[src/hw/rtl/isfp_pkg.sv]
`timescale 1ns / 1ps
// ----------------------------------------------------------------------------
// isfp_pkg: shared types and constants of the sensor frame parser
// Channel payloads, the entry carried from front to back, frame constants and
// result status codes.
// ----------------------------------------------------------------------------
package isfp_pkg;

   localparam logic [7:0] HEADER_BYTE = 8'h55;
   localparam logic [7:0] TYPE_ANGLE  = 8'h53;
   localparam logic [7:0] TYPE_QUAT   = 8'h59;
   localparam int         PAYLOAD_LEN = 8;
   localparam int         IDX_BITS    = 4;
   localparam int         OUT_CNT_BITS = 32;

   localparam logic [1:0] STATUS_ANGLE = 2'd0;
   localparam logic [1:0] STATUS_QUAT  = 2'd1;
   localparam logic [1:0] STATUS_OTHER = 2'd2;
   localparam logic [1:0] STATUS_BAD   = 2'd3;

   typedef struct packed {
      logic       cmd;
      logic [7:0] rx_byte;
   } req_payload_type;

   typedef struct packed {
      logic [7:0]               frame_type;
      logic [1:0]               status;
      logic signed [15:0]       word0;
      logic signed [15:0]       word1;
      logic signed [15:0]       word2;
      logic signed [15:0]       word3;
      logic                     angle_seen;
      logic                     quat_seen;
      logic [OUT_CNT_BITS-1:0]  angle_frames;
      logic [OUT_CNT_BITS-1:0]  quat_frames;
      logic [OUT_CNT_BITS-1:0]  bad_sums;
      logic [OUT_CNT_BITS-1:0]  bytes_seen;
   } rsp_payload_type;

   // one queued job: either a finished frame or a flag clear
   typedef struct packed {
      logic                     is_clear;
      logic [7:0]               frame_type;
      logic                     sum_ok;
      logic signed [15:0]       word0;
      logic signed [15:0]       word1;
      logic signed [15:0]       word2;
      logic signed [15:0]       word3;
      logic [OUT_CNT_BITS-1:0]  byte_count;
   } job_type;

endpackage

[src/hw/rtl/isfp_front.sv]
`timescale 1ns / 1ps
// ----------------------------------------------------------------------------
// isfp_front: byte parser
// Hunts for the header, takes the type and payload bytes, keeps a running
// checksum and the byte counter, and issues one job per frame or resync.
// ----------------------------------------------------------------------------
module isfp_front #(
   parameter int COUNTER_BITS = 32
) (
   input  logic                      clock,
   input  logic                      reset,
   input  logic                      req_fire,
   input  isfp_pkg::req_payload_type req_data,
   output logic                      push_valid,
   output isfp_pkg::job_type         push_data
);

   typedef enum logic [2:0] {
      PH_HEAD    = 3'b001,
      PH_TYPE    = 3'b010,
      PH_PAYLOAD = 3'b100
   } phase_type;

   localparam int SLOT_BITS = $clog2(isfp_pkg::PAYLOAD_LEN);

   phase_type                          phase_ff, phase_in;
   logic [7:0]                         type_ff, type_in;
   logic [7:0]                         sum_ff, sum_in;
   logic [isfp_pkg::IDX_BITS-1:0]      idx_ff, idx_in;
   logic [COUNTER_BITS-1:0]            bytes_ff, bytes_in;
   logic [COUNTER_BITS-1:0]            bytes_next;
   logic [7:0]                         pay_ff [isfp_pkg::PAYLOAD_LEN];
   logic                               pay_we;
   logic                               last_byte;

   // byte counter wraps at its own width
   assign bytes_next = bytes_ff + 1'b1;
   assign last_byte = (idx_ff == isfp_pkg::IDX_BITS'(isfp_pkg::PAYLOAD_LEN));
   assign pay_we    = req_fire && !req_data.cmd && (phase_ff == PH_PAYLOAD) && !last_byte;

   always_comb begin
      phase_in   = phase_ff;
      type_in    = type_ff;
      sum_in     = sum_ff;
      idx_in     = idx_ff;
      bytes_in   = bytes_ff;
      push_valid = 1'b0;

      push_data.is_clear   = req_data.cmd;
      push_data.frame_type = type_ff;
      push_data.sum_ok     = (sum_ff == req_data.rx_byte);
      push_data.word0      = {pay_ff[1], pay_ff[0]};
      push_data.word1      = {pay_ff[3], pay_ff[2]};
      push_data.word2      = {pay_ff[5], pay_ff[4]};
      push_data.word3      = {pay_ff[7], pay_ff[6]};
      push_data.byte_count = isfp_pkg::OUT_CNT_BITS'(bytes_next);

      if (req_fire) begin
         if (req_data.cmd) begin
            // resync: restart the hunt, back end clears the flags in order
            phase_in   = PH_HEAD;
            type_in    = 8'h00;
            idx_in     = '0;
            push_valid = 1'b1;
         end else begin
            bytes_in = bytes_next;
            unique case (phase_ff)
               PH_HEAD: begin
                  if (req_data.rx_byte == isfp_pkg::HEADER_BYTE) begin
                     phase_in = PH_TYPE;
                  end
               end
               PH_TYPE: begin
                  // repeated headers are skipped
                  if (req_data.rx_byte != isfp_pkg::HEADER_BYTE) begin
                     type_in  = req_data.rx_byte;
                     idx_in   = '0;
                     sum_in   = isfp_pkg::HEADER_BYTE + req_data.rx_byte;
                     phase_in = PH_PAYLOAD;
                  end
               end
               PH_PAYLOAD: begin
                  if (last_byte) begin
                     push_valid = 1'b1;
                     idx_in     = '0;
                     phase_in   = PH_HEAD;
                  end else begin
                     sum_in = sum_ff + req_data.rx_byte;
                     idx_in = idx_ff + 1'b1;
                  end
               end
               default: begin
                  phase_in = PH_HEAD;
               end
            endcase
         end
      end
   end

   always_ff @(posedge clock) begin
      if (reset) begin
         phase_ff <= PH_HEAD;
         idx_ff   <= '0;
         bytes_ff <= '0;
         type_ff  <= 8'h00;
      end else begin
         phase_ff <= phase_in;
         idx_ff   <= idx_in;
         bytes_ff <= bytes_in;
         type_ff  <= type_in;
      end
   end

   always_ff @(posedge clock) begin
      sum_ff <= sum_in;
      if (pay_we) begin
         pay_ff[idx_ff[SLOT_BITS-1:0]] <= req_data.rx_byte;
      end
   end

endmodule

[src/hw/rtl/isfp_queue.sv]
`timescale 1ns / 1ps
// ----------------------------------------------------------------------------
// isfp_queue: short job queue
// Flop-based first-in first-out buffer between the parser and the result end.
// ----------------------------------------------------------------------------
module isfp_queue #(
   parameter int DEPTH = 4
) (
   input  logic              clock,
   input  logic              reset,
   input  logic              push_valid,
   input  isfp_pkg::job_type push_data,
   output logic              full,
   output logic              pop_valid,
   input  logic              pop,
   output isfp_pkg::job_type pop_data
);

   localparam int PTR_BITS = (DEPTH > 1) ? $clog2(DEPTH) : 1;
   localparam int CNT_BITS = $clog2(DEPTH + 1);

   isfp_pkg::job_type   slot_ff [DEPTH];
   logic [PTR_BITS-1:0] wr_ff, wr_in;
   logic [PTR_BITS-1:0] rd_ff, rd_in;
   logic [CNT_BITS-1:0] count_ff, count_in;
   logic                do_push, do_pop;

   assign full      = (count_ff == CNT_BITS'(DEPTH));
   assign pop_valid = (count_ff != '0);
   assign pop_data  = slot_ff[rd_ff];
   assign do_push   = push_valid && !full;
   assign do_pop    = pop && pop_valid;

   always_comb begin
      wr_in    = wr_ff;
      rd_in    = rd_ff;
      count_in = count_ff;
      if (do_push) begin
         wr_in = (wr_ff == PTR_BITS'(DEPTH - 1)) ? '0 : wr_ff + 1'b1;
      end
      if (do_pop) begin
         rd_in = (rd_ff == PTR_BITS'(DEPTH - 1)) ? '0 : rd_ff + 1'b1;
      end
      if (do_push && !do_pop) begin
         count_in = count_ff + 1'b1;
      end else if (do_pop && !do_push) begin
         count_in = count_ff - 1'b1;
      end
   end

   always_ff @(posedge clock) begin
      if (reset) begin
         wr_ff    <= '0;
         rd_ff    <= '0;
         count_ff <= '0;
      end else begin
         wr_ff    <= wr_in;
         rd_ff    <= rd_in;
         count_ff <= count_in;
      end
   end

   always_ff @(posedge clock) begin
      if (do_push) begin
         slot_ff[wr_ff] <= push_data;
      end
   end

endmodule

[src/hw/rtl/isfp_back.sv]
`timescale 1ns / 1ps
// ----------------------------------------------------------------------------
// isfp_back: frame classifier and result register
// Classifies each finished frame, keeps valid flags and frame counters, and
// holds the result until it is taken.
// ----------------------------------------------------------------------------
module isfp_back #(
   parameter int COUNTER_BITS = 32
) (
   input  logic                      clock,
   input  logic                      reset,
   input  logic                      job_valid,
   input  isfp_pkg::job_type         job_data,
   output logic                      job_pop,
   output logic                      rsp_valid,
   input  logic                      rsp_ready,
   output isfp_pkg::rsp_payload_type rsp_data
);

   logic                      angle_flag_ff, angle_flag_in;
   logic                      quat_flag_ff, quat_flag_in;
   logic [COUNTER_BITS-1:0]   angle_cnt_ff, angle_cnt_in;
   logic [COUNTER_BITS-1:0]   quat_cnt_ff, quat_cnt_in;
   logic [COUNTER_BITS-1:0]   fail_cnt_ff, fail_cnt_in;
   logic                      rsp_valid_ff, rsp_valid_in;
   isfp_pkg::rsp_payload_type rsp_data_ff, rsp_data_in;
   logic [1:0]                status;

   // a clear never needs the output register
   assign job_pop = job_valid && (job_data.is_clear || !rsp_valid_ff || rsp_ready);

   always_comb begin
      angle_flag_in = angle_flag_ff;
      quat_flag_in  = quat_flag_ff;
      angle_cnt_in  = angle_cnt_ff;
      quat_cnt_in   = quat_cnt_ff;
      fail_cnt_in   = fail_cnt_ff;
      rsp_valid_in  = rsp_valid_ff && !rsp_ready;
      rsp_data_in   = rsp_data_ff;
      status        = isfp_pkg::STATUS_OTHER;

      if (!job_data.sum_ok) begin
         status = isfp_pkg::STATUS_BAD;
      end else if (job_data.frame_type == isfp_pkg::TYPE_ANGLE) begin
         status = isfp_pkg::STATUS_ANGLE;
      end else if (job_data.frame_type == isfp_pkg::TYPE_QUAT) begin
         status = isfp_pkg::STATUS_QUAT;
      end

      if (job_pop) begin
         if (job_data.is_clear) begin
            angle_flag_in = 1'b0;
            quat_flag_in  = 1'b0;
         end else begin
            unique case (status)
               isfp_pkg::STATUS_BAD: begin
                  fail_cnt_in = fail_cnt_ff + 1'b1;
               end
               isfp_pkg::STATUS_ANGLE: begin
                  angle_flag_in = 1'b1;
                  angle_cnt_in  = angle_cnt_ff + 1'b1;
               end
               isfp_pkg::STATUS_QUAT: begin
                  quat_flag_in = 1'b1;
                  quat_cnt_in  = quat_cnt_ff + 1'b1;
               end
               default: begin
               end
            endcase
            rsp_valid_in             = 1'b1;
            rsp_data_in.frame_type   = job_data.frame_type;
            rsp_data_in.status       = status;
            rsp_data_in.word0        = job_data.word0;
            rsp_data_in.word1        = job_data.word1;
            rsp_data_in.word2        = job_data.word2;
            rsp_data_in.word3        = job_data.word3;
            rsp_data_in.angle_seen   = angle_flag_in;
            rsp_data_in.quat_seen    = quat_flag_in;
            rsp_data_in.angle_frames = isfp_pkg::OUT_CNT_BITS'(angle_cnt_in);
            rsp_data_in.quat_frames  = isfp_pkg::OUT_CNT_BITS'(quat_cnt_in);
            rsp_data_in.bad_sums     = isfp_pkg::OUT_CNT_BITS'(fail_cnt_in);
            rsp_data_in.bytes_seen   = job_data.byte_count;
         end
      end
   end

   always_ff @(posedge clock) begin
      if (reset) begin
         angle_flag_ff <= 1'b0;
         quat_flag_ff  <= 1'b0;
         angle_cnt_ff  <= '0;
         quat_cnt_ff   <= '0;
         fail_cnt_ff   <= '0;
         rsp_valid_ff  <= 1'b0;
      end else begin
         angle_flag_ff <= angle_flag_in;
         quat_flag_ff  <= quat_flag_in;
         angle_cnt_ff  <= angle_cnt_in;
         quat_cnt_ff   <= quat_cnt_in;
         fail_cnt_ff   <= fail_cnt_in;
         rsp_valid_ff  <= rsp_valid_in;
      end
   end

   always_ff @(posedge clock) begin
      rsp_data_ff <= rsp_data_in;
   end

   assign rsp_valid = rsp_valid_ff;
   assign rsp_data  = rsp_data_ff;

endmodule

[src/hw/rtl/imu_serial_frame_parser.sv]
`timescale 1ns / 1ps
// ----------------------------------------------------------------------------
// imu_serial_frame_parser: 11-byte sensor frame parser
// Parses received serial bytes into frames and reports each finished frame.
// ----------------------------------------------------------------------------
// One transfer on req_ carries either a received byte (cmd low) or a resync
// command (cmd high). The parser takes one transfer every clock cycle: it
// hunts for header 0x55, skips repeated headers, collects the type byte and
// eight payload bytes with a running 8-bit sum, and checks the sum against
// the eleventh byte. Each finished frame gives one rsp_ transfer with the
// type, a status (angle, quaternion, other type, checksum failure), four
// little-endian signed words, the valid flags and the wrapping counters.
// Resync restarts the hunt and clears both flags; counters are kept. The
// front parser and the back classifier are joined by a QUEUE_DEPTH-entry
// job queue, so req_ready stays high at one transfer per cycle until
// QUEUE_DEPTH jobs (frames or resyncs) wait behind a stalled rsp_ side;
// a frame's report passes through a queue slot and the output register.
// ----------------------------------------------------------------------------
module imu_serial_frame_parser #(
   parameter int COUNTER_BITS = 32,
   parameter int QUEUE_DEPTH  = 4
) (
   input  logic                      clock,
   input  logic                      reset,
   input  logic                      req_valid,
   output logic                      req_ready,
   input  isfp_pkg::req_payload_type req_data,
   output logic                      rsp_valid,
   input  logic                      rsp_ready,
   output isfp_pkg::rsp_payload_type rsp_data
);

   logic              req_fire;
   logic              push_valid;
   isfp_pkg::job_type push_data;
   logic              q_full;
   logic              q_valid;
   logic              q_pop;
   isfp_pkg::job_type q_data;

   // a free queue slot covers any job this transfer may raise
   assign req_ready = !q_full;
   assign req_fire  = req_valid && req_ready;

   // front: header hunt, payload capture, running checksum, byte counter
   isfp_front #(
      .COUNTER_BITS (COUNTER_BITS)
   ) u_front (
      .clock      (clock),
      .reset      (reset),
      .req_fire   (req_fire),
      .req_data   (req_data),
      .push_valid (push_valid),
      .push_data  (push_data)
   );

   // jobs in order: frames and flag clears
   isfp_queue #(
      .DEPTH (QUEUE_DEPTH)
   ) u_queue (
      .clock      (clock),
      .reset      (reset),
      .push_valid (push_valid),
      .push_data  (push_data),
      .full       (q_full),
      .pop_valid  (q_valid),
      .pop        (q_pop),
      .pop_data   (q_data)
   );

   // back: status, flags, frame counters, output register
   isfp_back #(
      .COUNTER_BITS (COUNTER_BITS)
   ) u_back (
      .clock     (clock),
      .reset     (reset),
      .job_valid (q_valid),
      .job_data  (q_data),
      .job_pop   (q_pop),
      .rsp_valid (rsp_valid),
      .rsp_ready (rsp_ready),
      .rsp_data  (rsp_data)
   );

endmodule

[config.mk]
export PLATFORM = sky130hd
export DESIGN_NAME = imu_serial_frame_parser
export DESIGN_NICKNAME = d
export VERILOG_FILES = /design/src/hw/rtl/isfp_pkg.sv /design/src/hw/rtl/isfp_front.sv /design/src/hw/rtl/isfp_queue.sv /design/src/hw/rtl/isfp_back.sv /design/src/hw/rtl/imu_serial_frame_parser.sv
export SDC_FILE = /design/constraint.sdc
export NUM_CORES = 1
export LEC_CHECK = 0
export BUFFER_PORTS_ARGS = -buffer_cell sky130_fd_sc_hd__buf_2
export CORE_MARGIN = 10
export CORE_UTILIZATION = 60
export DETAILED_ROUTE_END_ITERATION = 8
export PLACE_DENSITY = 0.84
export SLEW_MARGIN = 10
export SYNTH_ARGS = -nofsm -noshare
export SYNTH_HDL_FRONTEND = slang
export SYNTH_SLANG_ARGS = --single-unit
export TNS_END_PERCENT = 20
[constraint.sdc]
create_clock -name clock -period 9.75 [get_ports clock]
set_input_delay 0.975 -clock clock [delete_from_list [all_inputs] [get_ports clock]]
set_output_delay 0.975 -clock clock [all_outputs]
set_load 0.01 [all_outputs]
After elaboration in Yosys (flattened, before gate mapping)
Memory sizes are Yosys's and may differ from the RTL's. A register that Yosys moved wholly into a read port is not among the register bits. Index checks and enable logic that the tools add are counted.

Bits in read-only memories: 0. Bits of input ports: 13. Logic and storage cells: 133. Flip-flop bits (word level): 365. Latch bits: 0. Memories: 2. Memory bits (writable): 488.

Divide/modulo/power cells: 0. Shift operators: 0. $add $sub $neg: 11. $lt $le $gt $ge: 0. Equal/unequal tests: 19. Mux-type cells: 41. Bitwise operators: 2. Reduce and logical (&&, ||, !) cells: 32. Multipliers: 0.

Memories: u_queue.slot_ff (depth 4, width 106, rd ports 1, clocked after memory_dff 1, write ports 1, RTL line isfp_queue.sv:22) `isfp_pkg::job_type slot_ff [DEPTH];`; u_front.pay_ff (depth 8, width 8, rd ports 8, clocked after memory_dff 0, write ports 1, RTL line isfp_front.sv:32) `logic [7:0] pay_ff [isfp_pkg::PAYLOAD_LEN];`.

Operators with widths (count): $add 32x1->32 const B (4); $mux 32 (3); $mux 8 (5); $eq 8x7->1 const B (3); $mux 3 (6); $pmux 8 s2 (1); $mux 1 (14); $mux 2 (7); $mux 4 (3); $logic_and 1x1->1 (10); $ne 3x2->1 const B (3); $pmux 3 s3 (1); $add 7x8->8 const A (1); $add 8x8->8 (1); $eq 8x8->1 (1); $ne 8x7->1 const B (1); $pmux 4 s2 (1); $reduce_bool 2->1 (4); $logic_not 1->1 (7); $eq 2x2->1 const B (3); $eq 3x3->1 const B (2); $reduce_and 3->1 (2); $reduce_bool 3->1 (2); $reduce_and 5->1 (1); other kinds (15) (19).

Longest topological paths before layout
Word-level depth: 10. Gate-level depth with buffers: 12. Depth with buffers taken out: 12.

By module
From an unflattened synthesis, not the netlist that was laid out.

Cells, all modules: 2091. Area total of the unflattened synthesis: 33434.6 sq um.

Modules (own cells, without submodules): isfp_queue (cells each 604, area each 15756.4 sq um, times used 1, seq. area each 12912.4 sq um); isfp_back (cells each 1006, area each 12296.8 sq um, times used 1, seq. area each 8107.8 sq um); isfp_front (cells each 479, area each 5371.4 sq um, times used 1, seq. area each 3103.0 sq um); imu_serial_frame_parser (cells each 2, area each 10.0 sq um, times used 1, seq. area each 0.0 sq um).

Worst setup path after synthesis
No wires, ideal clock.

Path type: in2reg. Start point: input port rsp_ready. End point: register u_back.fail_cnt_ff[15]. Slack: 1.171 ns. Required time: 9.622 ns. Arrival: 8.452 ns. Stages on the path: 9. Cells stage by stage: nor2b_1 or3_1 clkbuf_1 inv_2 buf_2 buf_1 nand4_1 xnor2_1 nor2_1.

Word-level cells in the longest chain between the ends: 3.

Ends and longest elaborated chain: from (decl) (RTL line imu_serial_frame_parser.sv:29) `input logic rsp_ready,`; $logic_or 1x1->1 (RTL line isfp_back.sv:30) `assign job_pop = job_valid && (job_data.is_clear || !rsp_valid_ff || rsp_ready);`; $logic_and 1x1->1 (RTL line isfp_back.sv:30); $reduce_and 2->1 (no source line); to (signal assigned) (RTL line isfp_back.sv:100) `fail_cnt_ff <= fail_cnt_in;`; to (decl) (RTL line isfp_back.sv:24) `logic [COUNTER_BITS-1:0] fail_cnt_ff, fail_cnt_in;`.

No other way between the ends. A chain may end at the register's enable or synchronous reset.

==> run summary <==
CTS Buf Count -> 81
number of synthesized flops with an enable pin -> 700
Max Transition Viols Final -> 0
hold_sp -> u_back.angle_flag_ff
vias in the first global route -> 18675
Final TNS setup -> 0 ns
clock skew -> 0.02376 ns
vias -> 18646
H-tree depth -> 3
Tmin final -> 4.497 ns
Primary FF master, synth -> edfxtp_1
setup repair bufs after CTS -> 0
GRT Total Usage -> 22.68%
worst skew pair latency -> 0.64 ns
vias per cell -> 6.087
YS warnings -> 0
syn_area_per_cell -> 16.08 um2
Final Setup Violations -> 0
Hold-fix buffers, CTS -> 0
Reg area -> 24130 um2
Die Span Y -> 254.9 um
Final Worst Setup Slack -> 5.253 ns
syn nets -> 2093
Hold Path Cell Cnt -> 2
crit path max fanout -> 110
Slew HR -> 22.33%
crit path kind -> flop to flop
Tcrit/Tclk final -> 46.12%
post-synth top area share -> 63.49%
IO Count -> 219
antenna violations before repair -> 4
clock root cell -> clkbuf_16
multi-input logic area -> 8551 um2
core area -> 54880 um2
Remaining Overflow, GRT -> 0
die area -> 64970 um2
Final Hold Fails -> 0
CTS tree -> built
clock-pin slew on the worst setup and hold paths -> 0.06 ns
Post-Syn Area -> 33110 um2
# rows -> 86
DRT iter0 DRCs -> 1718
most frequent cells after synthesis -> 700 x edfxtp_1, 202 x nor2_1, 155 x dfxtp_1
asr flop ratio synth -> 0%
first-pass detailed-route iteration total -> 5
post-route ant nets -> 0
register area share after synthesis -> 72.87%
nets@finish -> 2323
R2R Path End -> u_back.fail_cnt_ff[18]
Layout area overhead -> 13.30%
HP Class -> flop to flop
status -> completed
max_cap viols -> 0
Leak -> 12.64 nW
Final GP Congestion -> 0.8484
Peak Freq -> 0.2224 GHz
CP Data Required Time -> 10.28 ns
worst slew pin tran -> 1.161 ns
Port Buffers -> 218
Sink Count -> 855
top-count cell post-synth -> edfxtp_1
Peak VDD IR -> 0.1448 mV
worst-case reg-to-reg path depth -> 8
Post-Syn Instances -> 2059
Worst setup SP type -> flop
register bit total from synthesis -> 855
Die X -> 254.9 um
CTS max path bufs -> 3
first-pass GRT wire length -> 111.8 mm
drt wl/cell -> 24.10 um
Distinct cells, synth -> 57
DRC viols -> 0
post-cts sizing count -> 0
post-DP HPWL -> 41.90 mm
crit path capture type -> flop
DRT Wirelength -> 73.81 mm
pwr/cell area -> 254.3 nW/um2
critical path data arrival time -> 5.03 ns
# fillers -> 3467
Hold Path Sink -> u_back.angle_flag_ff
Initial Util -> 60.33%
dpl ws -> 5.198 ns
setup slack, reg-to-reg -> 5.25 ns
largest net degree at the start of global routing -> 111
Synth area leaders -> edfxtp_1 63%, dfxtp_1 9.4%, mux4_2 7.2%
Yosys top cell by area -> edfxtp_1
unrepaired setup endpoints after global routing -> false
layout cells sized above 1 -> 20.78%
[how the worst max path moves through the flow]
stage                   start                     end  cells after the start
detailed placement       flop  u_back.fail_cnt_ff[18]                      8
global placement         flop  u_back.fail_cnt_ff[24]                      9
global route             flop  u_back.fail_cnt_ff[18]                      8
CTS                      flop  u_back.fail_cnt_ff[18]                      8
floorplan           rsp_ready  u_back.fail_cnt_ff[15]                      9
finish                   flop  u_back.fail_cnt_ff[18]                      8
[cell type report]
| type | instances | share of cell area, % |
|---|---|---|
| Clock inverter | 44 | 1.178 |
| Multi-Input combinational cell | 1097 | 22.80 |
| Timing Repair Buffer | 235 | 3.256 |
| Tap cell | 704 | 2.348 |
| Clock buffer | 108 | 5.868 |
| Antenna cell | 1 | 0.006672 |
| Sequential cell | 855 | 64.34 |
| Inverter | 19 | 0.2102 |
[layout by cell type, fill, tap and decap left out, types with 18 or more instances in the layout]
master,netlist,final
edfxtp_1,700,700
buf_2,5,217
nor2_1,202,202
dfxtp_1,155,153
xnor2_1,122,122
nand2_1,119,119
xor2_1,116,116
mux4_2,106,106
clkbuf_16,0,83
nand3_1,67,67
nand4_1,58,58
a21oi_1,40,40
nor3_1,35,35
o21ai_0,31,31
or3_1,29,29
clkbuf_1,64,22
and3_1,21,21
ha_1,19,19
inv_1,18,18
buf_4,1,18
[metal layers]
| metal | track usage (%) | up-vias | routed length, um |
|---|---|---|---|
| met2 | 39.34 | 879 | 38260 |
| li1 | - | 8182 | - |
| met4 | 9.249 | 4 | 2753 |
| met3 | 3.736 | 185 | 5233 |
| met5 | 0 | - | 23 |
| met1 | 28.11 | 9396 | 27540 |
[worst max-delay path: stages (launching register included)]
cell	delay, ns
dfxtp_4	0.61
mux4_2	0.61
or3_1	0.39
buf_4	0.26
inv_8	0.58
buf_4	0.87
nand3_1	0.43
or3_1	0.43
a21oi_1	0.17
[state kept, by name, indices dropped and copies added, names as in the netlist, named ones only]
name	flops
u_queue.slot_ff	424
u_back.rsp_data	204
u_front.pay_ff	64
u_back.angle_cnt_ff	32
u_back.fail_cnt_ff	32
u_back.quat_cnt_ff	32
u_front.bytes_ff	32
u_front.sum_ff	8
u_front.type_ff	8
u_front.idx_ff	4
u_front.phase_ff	3
u_queue.count_ff	3
u_queue.rd_ff	2
u_queue.wr_ff	2
u_back.angle_flag_ff	1
u_back.quat_flag_ff	1
u_back.rsp_valid	1
[where the power goes]
group          switching, mW  internal, mW
Clock                   1.38          1.75
Combinational           1.01         0.628
Sequential             0.222          4.55
Total                   2.61          6.93
[cell families after synthesis]
family / Yosys count / share of synthesized area [%]
AOI/OAI and AO/OA: 87 / 1.451
adders and majority gates: 21 / 0.8390
buffers and inverters: 107 / 1.334
xor gates and xnor gates: 238 / 6.297
and+or+nand+nor: 636 / 9.721
muxes: 115 / 7.491
DFF: 855 / 72.87
[through the flow]
stage                     std cells  hold WS (ns)  instance area [um2]  total power, mW  utilization, %
after floorplan                2059        0.4312                33110            5.857               -
after global placement         2910        0.4404                34860            6.434           63.53
after detailed placement       2910        0.4606                34860            6.487           63.53
after CTS                      3062        0.4699                37500            9.627           68.34
after global routing           3062        0.4992                37500            9.862           68.34
final                          3063        0.4682                37510            9.539           68.35
(Power assumes the default switching activity.)
